### src/rtl/apag_pkg.sv
// ----------------------------------------------------------------------------
// apag_pkg
// Shared widths, constants and register indexes for the peak, activity and
// gain block.
// ----------------------------------------------------------------------------
package apag_pkg;

  localparam int SAMPLE_W   = 16;
  localparam int PEAK_W     = 16;
  localparam int HOLD_W     = 10;
  localparam int GAIN_W     = 16;
  localparam int GAIN_FRAC  = 12;
  localparam int CFG_IDX_W  = 2;
  localparam int CFG_DATA_W = 16;

  localparam logic [GAIN_W-1:0] GAIN_UNITY  = GAIN_W'(1 << GAIN_FRAC);
  localparam logic [HOLD_W-1:0] HOLD_RESET  = HOLD_W'(10);
  localparam int                IN_DATA_W   = 16;
  localparam int                OUT_DATA_W  = 32;
  localparam int                OUT_USER_W  = 2;

  typedef enum logic [CFG_IDX_W-1:0] {
    REG_PEAK_THRESHOLD = 2'd0,
    REG_HOLD_FRAMES    = 2'd1,
    REG_MUTE           = 2'd2,
    REG_GAIN           = 2'd3
  } cfg_reg_t;

endpackage

### src/rtl/audio_peak_activity_gain.sv
// ----------------------------------------------------------------------------
// audio_peak_activity_gain
// Frame peak detection with held activity flag and Q4.12 output gain.
//
//   channel  dir  handshake                    payload
//   s_axis   in   s_axis_tvalid/s_axis_tready  sample, frame end, no-data
//   m_axis   out  m_axis_tvalid/m_axis_tready  sample, peak, valid, presence
//   cfg      in   cfg_we                       register index and data
//
// One request per cycle sustained while m_axis is ready; a request passes
// through the input register, then the result register, to result valid.
// Peak, silence counter and activity flag update as a request moves from
// the input register to the result register.
// Stalls on m_axis back up through both registers; rst clears all control
// state and restores register defaults.
// ----------------------------------------------------------------------------
module audio_peak_activity_gain (
  input  logic                                 clk,
  input  logic                                 rst,
  input  logic                                 s_axis_tvalid,
  output logic                                 s_axis_tready,
  // [15:0] sample_in
  input  logic [apag_pkg::IN_DATA_W-1:0]       s_axis_tdata,
  input  logic                                 s_axis_tlast,
  // [0] no_data
  input  logic                                 s_axis_tuser,
  output logic                                 m_axis_tvalid,
  input  logic                                 m_axis_tready,
  // [15:0] sample_out, [31:16] frame_peak
  output logic [apag_pkg::OUT_DATA_W-1:0]      m_axis_tdata,
  output logic                                 m_axis_tlast,
  // [0] sample_valid, [1] input_active
  output logic [apag_pkg::OUT_USER_W-1:0]      m_axis_tuser,
  input  logic                                 cfg_we,
  input  logic [apag_pkg::CFG_IDX_W-1:0]       cfg_index,
  input  logic [apag_pkg::CFG_DATA_W-1:0]      cfg_data
);
  import apag_pkg::*;

  logic [PEAK_W-1:0] peak_threshold;
  logic [HOLD_W-1:0] hold_frames;
  logic              mute;
  logic [GAIN_W-1:0] gain;

  logic                       in_valid;
  logic signed [SAMPLE_W-1:0] in_sample;
  logic                       in_last;
  logic                       in_nodata;

  logic                       out_valid;
  logic signed [SAMPLE_W-1:0] out_sample;
  logic                       out_svalid;
  logic                       out_done;
  logic [PEAK_W-1:0]          out_peak;
  logic                       out_present;

  logic [PEAK_W-1:0] running_peak;
  logic [HOLD_W-1:0] silence_count;
  logic              activity_flag;

  logic [PEAK_W-1:0] running_peak_next;
  logic [HOLD_W-1:0] silence_count_next;
  logic              activity_flag_next;

  logic                       out_adv;
  logic                       in_adv;
  logic [PEAK_W-1:0]          abs_val;
  logic [PEAK_W-1:0]          peak_max;
  logic [PEAK_W-1:0]          close_peak;
  logic                       closing;
  logic signed [SAMPLE_W-1:0] scaled;

  assign out_adv       = !out_valid || m_axis_tready;
  assign in_adv        = in_valid && out_adv;
  assign s_axis_tready = !in_valid || out_adv;

  always_ff @(posedge clk) begin
    if (rst) begin
      peak_threshold <= '0;
      hold_frames    <= HOLD_RESET;
      mute           <= 1'b0;
      gain           <= GAIN_UNITY;
    end else if (cfg_we) begin
      case (cfg_index)
        REG_PEAK_THRESHOLD: peak_threshold <= cfg_data[PEAK_W-1:0];
        REG_HOLD_FRAMES:    hold_frames    <= cfg_data[HOLD_W-1:0];
        REG_MUTE:           mute           <= cfg_data[0];
        REG_GAIN:           gain           <= cfg_data[GAIN_W-1:0];
        default: ;
      endcase
    end
  end

  always_ff @(posedge clk) begin
    if (rst) begin
      in_valid <= 1'b0;
    end else if (s_axis_tready) begin
      in_valid <= s_axis_tvalid;
    end
  end

  always_ff @(posedge clk) begin
    if (s_axis_tvalid && s_axis_tready) begin
      in_sample <= $signed(s_axis_tdata[SAMPLE_W-1:0]);
      in_last   <= s_axis_tlast;
      in_nodata <= s_axis_tuser;
    end
  end

  apag_scale u_scale (
    .sample (in_sample),
    .gain   (gain),
    .mute   (mute),
    .result (scaled)
  );

  assign abs_val    = in_sample[SAMPLE_W-1] ? PEAK_W'(-in_sample) : PEAK_W'(in_sample);
  assign peak_max   = (abs_val > running_peak) ? abs_val : running_peak;
  assign closing    = in_nodata || in_last;
  assign close_peak = in_nodata ? '0 : peak_max;

  always_comb begin
    running_peak_next  = closing ? '0 : peak_max;
    silence_count_next = silence_count;
    activity_flag_next = activity_flag;
    if (closing) begin
      if (close_peak >= peak_threshold) begin
        silence_count_next = '0;
        activity_flag_next = 1'b1;
      end else if (silence_count < hold_frames) begin
        silence_count_next = silence_count + HOLD_W'(1);
      end else begin
        activity_flag_next = 1'b0;
      end
    end
  end

  always_ff @(posedge clk) begin
    if (rst) begin
      running_peak  <= '0;
      silence_count <= '0;
      activity_flag <= 1'b0;
    end else if (in_adv) begin
      running_peak  <= running_peak_next;
      silence_count <= silence_count_next;
      activity_flag <= activity_flag_next;
    end
  end

  always_ff @(posedge clk) begin
    if (rst) begin
      out_valid <= 1'b0;
    end else if (out_adv) begin
      out_valid <= in_valid;
    end
  end

  always_ff @(posedge clk) begin
    if (in_adv) begin
      out_sample  <= in_nodata ? '0 : scaled;
      out_svalid  <= !in_nodata;
      out_done    <= closing;
      out_peak    <= (in_last && !in_nodata) ? peak_max : '0;
      out_present <= activity_flag_next;
    end
  end

  assign m_axis_tvalid = out_valid;
  assign m_axis_tdata  = {out_peak, out_sample};
  assign m_axis_tlast  = out_done;
  assign m_axis_tuser  = {out_present, out_svalid};

  a_nodata_result: assert property (@(posedge clk) disable iff (rst)
    out_valid && !out_svalid |-> out_done && out_sample == '0 && out_peak == '0)
    else $error("no-data result must close a silent frame");

  a_midframe_peak: assert property (@(posedge clk) disable iff (rst)
    out_valid && !out_done |-> out_peak == '0)
    else $error("mid-frame result carries a peak");

  a_peak_present: assert property (@(posedge clk) disable iff (rst)
    out_valid && out_done && out_peak >= peak_threshold |-> out_present)
    else $error("frame above threshold did not set presence");

  a_mute_zero: assert property (@(posedge clk) disable iff (rst)
    in_adv && mute |=> out_sample == '0)
    else $error("muted request produced a nonzero sample");

endmodule

### src/rtl/apag_scale.sv
// ----------------------------------------------------------------------------
// apag_scale
// Mute, unity bypass and Q4.12 gain with round-half-away and int16 clamp.
// ----------------------------------------------------------------------------
module apag_scale (
  input  logic signed [apag_pkg::SAMPLE_W-1:0] sample,
  input  logic        [apag_pkg::GAIN_W-1:0]   gain,
  input  logic                                 mute,
  output logic signed [apag_pkg::SAMPLE_W-1:0] result
);
  import apag_pkg::*;

  localparam int PROD_W = SAMPLE_W + GAIN_W + 1;
  localparam logic [PROD_W-1:0] HALF      = PROD_W'(1 << (GAIN_FRAC - 1));
  localparam logic [PROD_W-1:0] POS_LIMIT = PROD_W'((1 << (SAMPLE_W - 1)) - 1);
  localparam logic [PROD_W-1:0] NEG_LIMIT = PROD_W'(1 << (SAMPLE_W - 1));
  localparam logic [SAMPLE_W-1:0] S_MAX   = SAMPLE_W'((1 << (SAMPLE_W - 1)) - 1);
  localparam logic [SAMPLE_W-1:0] S_MIN   = SAMPLE_W'(1 << (SAMPLE_W - 1));

  logic signed [PROD_W-1:0] prod;
  logic        [PROD_W-1:0] mag;
  logic        [PROD_W-1:0] rnd;
  logic        [SAMPLE_W-1:0] scaled;
  logic                       neg;

  assign prod = PROD_W'(sample) * $signed({1'b0, gain});
  assign neg  = prod[PROD_W-1];
  assign mag  = neg ? PROD_W'(-prod) : PROD_W'(prod);
  assign rnd  = (mag + HALF) >> GAIN_FRAC;

  always_comb begin
    if (neg) begin
      if (rnd > NEG_LIMIT) begin
        scaled = S_MIN;
      end else begin
        scaled = SAMPLE_W'(-rnd[SAMPLE_W-1:0]);
      end
    end else begin
      if (rnd > POS_LIMIT) begin
        scaled = S_MAX;
      end else begin
        scaled = rnd[SAMPLE_W-1:0];
      end
    end
  end

  always_comb begin
    if (mute) begin
      result = '0;
    end else if (gain == GAIN_UNITY) begin
      result = sample;
    end else begin
      result = $signed(scaled);
    end
  end

endmodule
### config.mk
export PLATFORM = sky130hd
export DESIGN_NAME = audio_peak_activity_gain
export DESIGN_NICKNAME = d
export VERILOG_FILES = /design/src/rtl/apag_pkg.sv /design/src/rtl/audio_peak_activity_gain.sv /design/src/rtl/apag_scale.sv
export SDC_FILE = /design/constraint.sdc
export NUM_CORES = 1
export LEC_CHECK = 0
export BUFFER_PORTS_ARGS = -buffer_cell sky130_fd_sc_hd__buf_2
export CAP_MARGIN = 20
export CORE_ASPECT_RATIO = 1.25
export CORE_MARGIN = 2
export CORE_UTILIZATION = 36
export CTS_BUF_LIST = sky130_fd_sc_hd__clkbuf_8 sky130_fd_sc_hd__clkbuf_16
export CTS_CLUSTER_DIAMETER = 100
export DETAILED_ROUTE_END_ITERATION = 16
export GPL_TIMING_DRIVEN = 0
export SYNTH_ARGS = -nofsm -noshare
export SYNTH_HDL_FRONTEND = slang
export SYNTH_SLANG_ARGS = --single-unit
export TNS_END_PERCENT = 20
### constraint.sdc
create_clock -name clk -period 13.6 [get_ports clk]
set_input_delay 0.68 -clock clk [delete_from_list [all_inputs] [get_ports clk]]
set_output_delay 0.68 -clock clk [all_outputs]
set_load 0.1 [all_outputs]
==> results.json, run 1 <==
{
  "status": "finished, final reports clean",
  "path_class": "reg2reg",
  "final_common_cell": "nand2_1",
  "cp-endpoint": "out_sample[15]",
  "finalNetCount": 2566,
  "synth_warnings": 0,
  "postSynth.asyncResetShare": 0,
  "power_density_mw_per_mm2": 132,
  "synth-compound-area-share": 0.139,
  "cp_num_buf_inv": 10,
  "r2r_start": "in_sample[12]",
  "slowest_delay_ps": 910,
  "critPathRequiredTime_ps": 13800,
  "dieHeight_microns": 251,
  "synth_adder_area_share": 0.342,
  "ys_ff_latch": 125,
  "row_count": 90,
  "maxSlewViolCount": 0,
  "post_cts.repair.setup_buffers": 0,
  "crit_cells": 36,
  "synth-simple-area-share": 0.208,
  "netlist_area_sq_mm": 0.0175,
  "synthMuxAreaShare": 0.0149,
  "final_area_sq_mm": 0.0193,
  "ys_types": 104,
  "grt.total_usage": 0.208,
  "ant_nets": 0,
  "fp.dieW_microns": 201,
  "avgSynthCellArea_sq_um": 8.48,
  "max_freq_ghz": 0.0782,
  "drc": 0,
  "setup.worst_path.end_class": "flop",
  "ys_seq_area_frac": 0.173,
  "cp_max_fo": 10,
  "cts_hold_buf": 0,
  "port_buffers": 76,
  "synth_xor_area_frac": 0.0393,
  "area_growth_pct": 10.3,
  "wirelength_microns": 51200,
  "num_vias": 15000,
  "post-route-min-period_ps": 12780,
  "fillCellCount": 5009,
  "grt_setup_unrepaired": "false",
  "cts_sinks": 125,
  "cpMostUsedCell": "fa_1",
  "post-route-period-util": 0.940,
  "fin_skew_ps": 13.5,
  "drt_iter0_drc": 856,
  "antenna_found_initial": 2,
  "num_antenna_cells": 0,
  "root_buffer": "clkbuf_16",
  "hold_viol": 0,
  "path_clk_slew_ps": 60,
  "peakVddDrop_mv": 0.0870,
  "core_sq_mm": 0.0482,
  "p_leak_nw": 8.59,
  "whs_path_depth": 1,
  "post_drt_wl_per_cell_microns": 18.1,
  "synth-main-ff-cell": "dfxtp_1",
  "viasPerCell": 5.31,
  "hpwl_microns": 42400,
  "start_util": 0.364,
  "drive_above_1_share": 0.0850,
  "clkLatencyLatePin_ps": 450,
  "worstPathArrival_ps": 12980,
  "routabilityCongestion": 0.959,
  "post_cts_resized": 0,
  "ios": 78,
  "slowest_stage": "a2111oi_0",
  "drt_pass1_iterations": 5,
  "synthCells": 2067,
  "die_area_sq_mm": 0.0505,
  "tns_ps": 0,
  "cts_buffers": 17,
  "grt_pass1_vias": 15600,
  "synth_nets": 2470,
  "cts_max_level": 4,
  "final_cell_mix": "nand2_1 (291), inv_1 (282), fa_1 (194)",
  "place_area_sq_mm": 0.0187,
  "max_cap_viol_count": 0,
  "crit_path_start": "in_sample[12]",
  "grt_first_pass_wirelength_microns": 82800,
  "slew_headroom": 0.360,
  "overflow": 0,
  "cpLargestDelayFamily": "adder cells",
  "grt_start_max_net_pins": 40,
  "crit_path_start_kind": "flop",
  "reg2reg_depth": 36,
  "clock_tree.buffer_depth": 2,
  "r2r_setup_slack_ps": 820,
  "rr_endpoint": "out_sample[15]",
  "worst_slew_pin_slew_ps": 936,
  "synth_enable_flop_cells": 53,
  "setup_viol": 0,
  "cts_tree": "built",
  "min_path_type": "in2reg",
  "synth_top_family_by_area": "adder cells"
}
-- registers in the layout, summed over array words and instances (netlist names), 10 cells and up --
signal	cells
gain	16
in_sample	16
out_peak	16
out_sample	16
peak_threshold	16
running_peak	16
hold_frames	10
silence_count	10
-- routing by layer --
layer	vias to the layer above	wire length (microns)	share of wire	global-route usage
met5	-	18	0.00035	0
met4	2	2100	0.041	0.0842
met3	117	2210	0.043	0.0284
met2	420	26100	0.51	0.377
met1	7390	20700	0.41	0.245
li1	7045	-	-	-
-- stage by stage --
step	hold slack (ps)	total power (W)	worst slack [ps]	instances	util
after floorplan	436	0.00165	3650	2067	-
after global placement	445	0.00205	972	2787	0.388
after detailed placement	456	0.00206	876	2787	0.388
after CTS	393	0.00255	855	2819	0.401
after global routing	395	0.00276	14.3	2820	0.401
final	408	0.00255	819	2820	0.401
-- cell usage after synthesis (8+ instances only) --
cell | number | area, sq um
mux2i_1 | 25 | 250
xnor2_1 | 50 | 438
a211o_1 | 8 | 70.1
nor4_1 | 15 | 93.8
edfxtp_1 | 53 | 1590
clkbuf_1 | 82 | 308
o31ai_1 | 10 | 75.1
o21ai_0 | 51 | 255
nand3_1 | 27 | 135
xor2_1 | 18 | 158
a21o_1 | 26 | 195
nand2_1 | 291 | 1090
nand4_1 | 18 | 113
a211oi_1 | 10 | 75.1
nor3_1 | 23 | 115
ha_1 | 168 | 2100
o211ai_1 | 15 | 113
nand2b_1 | 16 | 100
fa_1 | 194 | 3880
dfxtp_1 | 72 | 1440
a31oi_1 | 13 | 81.3
nor2_1 | 147 | 552
a21oi_1 | 116 | 581
and2_1 | 129 | 807
buf_2 | 12 | 60.1
inv_1 | 283 | 1060
or2_2 | 8 | 50.1
o21ai_1 | 8 | 40.0
-- area by class of cell --
cell class / instances / area [sq um] / area share
well taps: 644 / 806 / 0.0417
multi-input cells: 1555 / 13000 / 0.673
inverters: 284 / 1070 / 0.0552
clock inverters: 14 / 169 / 0.00874
plain buffers: 103 / 417 / 0.0216
repair buffers: 77 / 388 / 0.0201
clock buffers: 18 / 439 / 0.0227
flip-flops and latches: 125 / 3030 / 0.157
-- cell families after synthesis --
family | count (synthesis)
adders and majority gates | 362
DFF | 125
and+or+nand+nor | 741
xor gates and xnor gates | 73
muxes | 26
buffers and inverters | 387
AOI/OAI and AO/OA | 353
-- worst min-delay path by stage --
stage / start / endpoint / slack [ps]
2_1_floorplan: hold_frames[2] / hold_frames[2] / 440
3_3_place_gp: hold_frames[2] / hold_frames[2] / 450
3_5_place_dp: hold_frames[2] / hold_frames[2] / 460
4_1_cts: s_axis_tdata[7] / in_sample[7] / 390
5_1_grt: s_axis_tuser / in_nodata / 390
6_report: s_axis_tdata[14] / in_sample[14] / 410
-- worst register-to-register path, delay by kind of cell, from the launching register on --
kind / cells / cell delay [ps]
flops: 1 / 390
xor+xnor: 2 / 490
compound gates: 10 / 3330
fa+ha+maj: 8 / 3600
buf+inv: 10 / 3430
simple gates: 6 / 1300
-- power breakdown --
group	internal, W	total (W)	switching (W)	leakage (nW)
Sequential	0.000412	0.000424	0.0000121	1.09
Clock	0.000282	0.000477	0.000195	0.299
Combinational	0.000528	0.00165	0.00112	7.20
Total	0.00122	0.00255	0.00133	8.59
Note: power is estimated with default switching activity, not from simulation.
==> run 2, diff against run 1 <==
CTS_CLUSTER_SIZE = 24   (was not set)
REMOVE_ABC_BUFFERS = 1   (was not set)
==> results.json, run 2 (same netlist as run 1, synthesis figures left out) <==
{
  "min_path_type": "in2reg",
  "post-route-min-period_ps": 11030,
  "grt_setup_unrepaired": "false",
  "max_cap_viol_count": 0,
  "worst_slew_pin_slew_ps": 1070,
  "core_sq_mm": 0.0482,
  "fin_skew_ps": 12.9,
  "area_growth_pct": 8.87,
  "crit_cells": 30,
  "status": "finished, final reports clean",
  "routabilityCongestion": 0.855,
  "peakVddDrop_mv": 0.112,
  "post-route-period-util": 0.811,
  "critPathRequiredTime_ps": 13880,
  "ios": 78,
  "final_common_cell": "nand2_1",
  "cts_hold_buf": 0,
  "setup.worst_path.end_class": "flop",
  "path_clk_slew_ps": 60,
  "cp_num_buf_inv": 4,
  "slowest_stage": "edfxtp_1",
  "ant_nets": 0,
  "slew_headroom": 0.282,
  "cts_sinks": 125,
  "total_power_w": 0.00250,
  "antenna_found_initial": 1,
  "power_density_mw_per_mm2": 131,
  "p_leak_nw": 8.49,
  "slowest_delay_ps": 970,
  "drc": 0,
  "whs_path_depth": 1,
  "start_util": 0.364,
  "clkLatencyLatePin_ps": 460,
  "overflow": 0,
  "drt_iter0_drc": 844,
  "cp_max_fo": 25,
  "worstPathArrival_ps": 11320,
  "drive_above_1_share": 0.0860,
  "setup_viol": 0,
  "hpwl_microns": 36600,
  "fillCellCount": 4951,
  "maxSlewViolCount": 0,
  "cts_buffers": 17,
  "grt_pass1_vias": 14800,
  "num_vias": 14500,
  "reg2reg_depth": 30,
  "row_count": 90,
  "post_drt_wl_per_cell_microns": 17.6,
  "hold_ws_ps": 394,
  "cts_tree": "built",
  "grt_first_pass_wirelength_microns": 78400,
  "drt_pass1_iterations": 7,
  "clock_tree.buffer_depth": 2,
  "dieHeight_microns": 251,
  "post_cts_resized": 0,
  "path_class": "reg2reg",
  "final_cell_mix": "nand2_1 (291), inv_1 (282), fa_1 (194)",
  "die_area_sq_mm": 0.0505,
  "grt.total_usage": 0.196,
  "crit_path_start_kind": "flop",
  "max_freq_ghz": 0.0906,
  "wirelength_microns": 48000,
  "cts_max_level": 4,
  "port_buffers": 77,
  "viasPerCell": 5.31,
  "grt_start_max_net_pins": 47,
  "finalNetCount": 2471,
  "post_cts.repair.setup_buffers": 0,
  "tns_ps": 0,
  "cpLargestDelayFamily": "adder cells",
  "cpMostUsedCell": "fa_1",
  "num_antenna_cells": 0,
  "fp.dieW_microns": 201,
  "root_buffer": "clkbuf_16",
  "hold_viol": 0
}
## run 2: cell count changes in the layout (fill, tap and decap cells not counted), sizes merged
| cell | previous run | this run |
|---|---|---|
| bufinv | 2 | 3 |
| inv | 294 | 291 |
| buf | 97 | 85 |
| clkinvlp | 1 | 2 |
| clkinv | 1 | 3 |
| clkbuf | 101 | 17 |
## run 2: final cells by class
type / instances / area [sq um] / share of cell area
clock buffer: 17 / 425 / 0.0223
inverter: 284 / 1070 / 0.0559
sequential: 125 / 3030 / 0.159
clock inverter: 15 / 200 / 0.0105
timing repair buffer: 85 / 533 / 0.0279
tap: 644 / 806 / 0.0422
multi-input combinational: 1555 / 13000 / 0.682
## run 2: per-stage QoR
step | cells | util | setup slack, ps | cell area (sq um)
2_1_floorplan | 1964 | - | 3740 | 17100
3_3_place_gp | 2685 | 0.380 | 1430 | 18300
3_5_place_dp | 2691 | 0.382 | 2550 | 18400
4_1_cts | 2723 | 0.395 | 2490 | 19000
5_1_grt | 2725 | 0.396 | 1880 | 19100
6_report | 2725 | 0.396 | 2570 | 19100
## run 2: layer usage
layer,vias to the layer above,track usage,share of wire
met4,0,0.0588,0.021
met2,361,0.344,0.50
met5,-,0,0
met3,63,0.0398,0.052
li1,6842,-,-
met1,7215,0.240,0.42
## run 2: report_power, final
group          total (W)  switching, W  internal, W
Sequential      0.000450     0.0000377     0.000412
Combinational    0.00155       0.00103     0.000522
Clock           0.000497      0.000202     0.000294
## run 2: final timing paths
kind | from | endpoint | slack [ps]
worst min-delay path | s_axis_tdata[8] | in_sample[8] | 390
worst min register to register | peak_threshold[4] | peak_threshold[4] | 460
worst max-delay path | in_sample[15] | out_sample[12] | 2570
worst max register to register | in_sample[15] | out_sample[12] | 2570
## run 2: worst reg2reg max path, delay by kind of cell (launching register included)
kind	cells	cell delay, ps
compound gates	9	2230
buf+inv	4	770
flops	1	970
simple gates	8	2550
xor+xnor	1	330
fa+ha+maj	8	4000
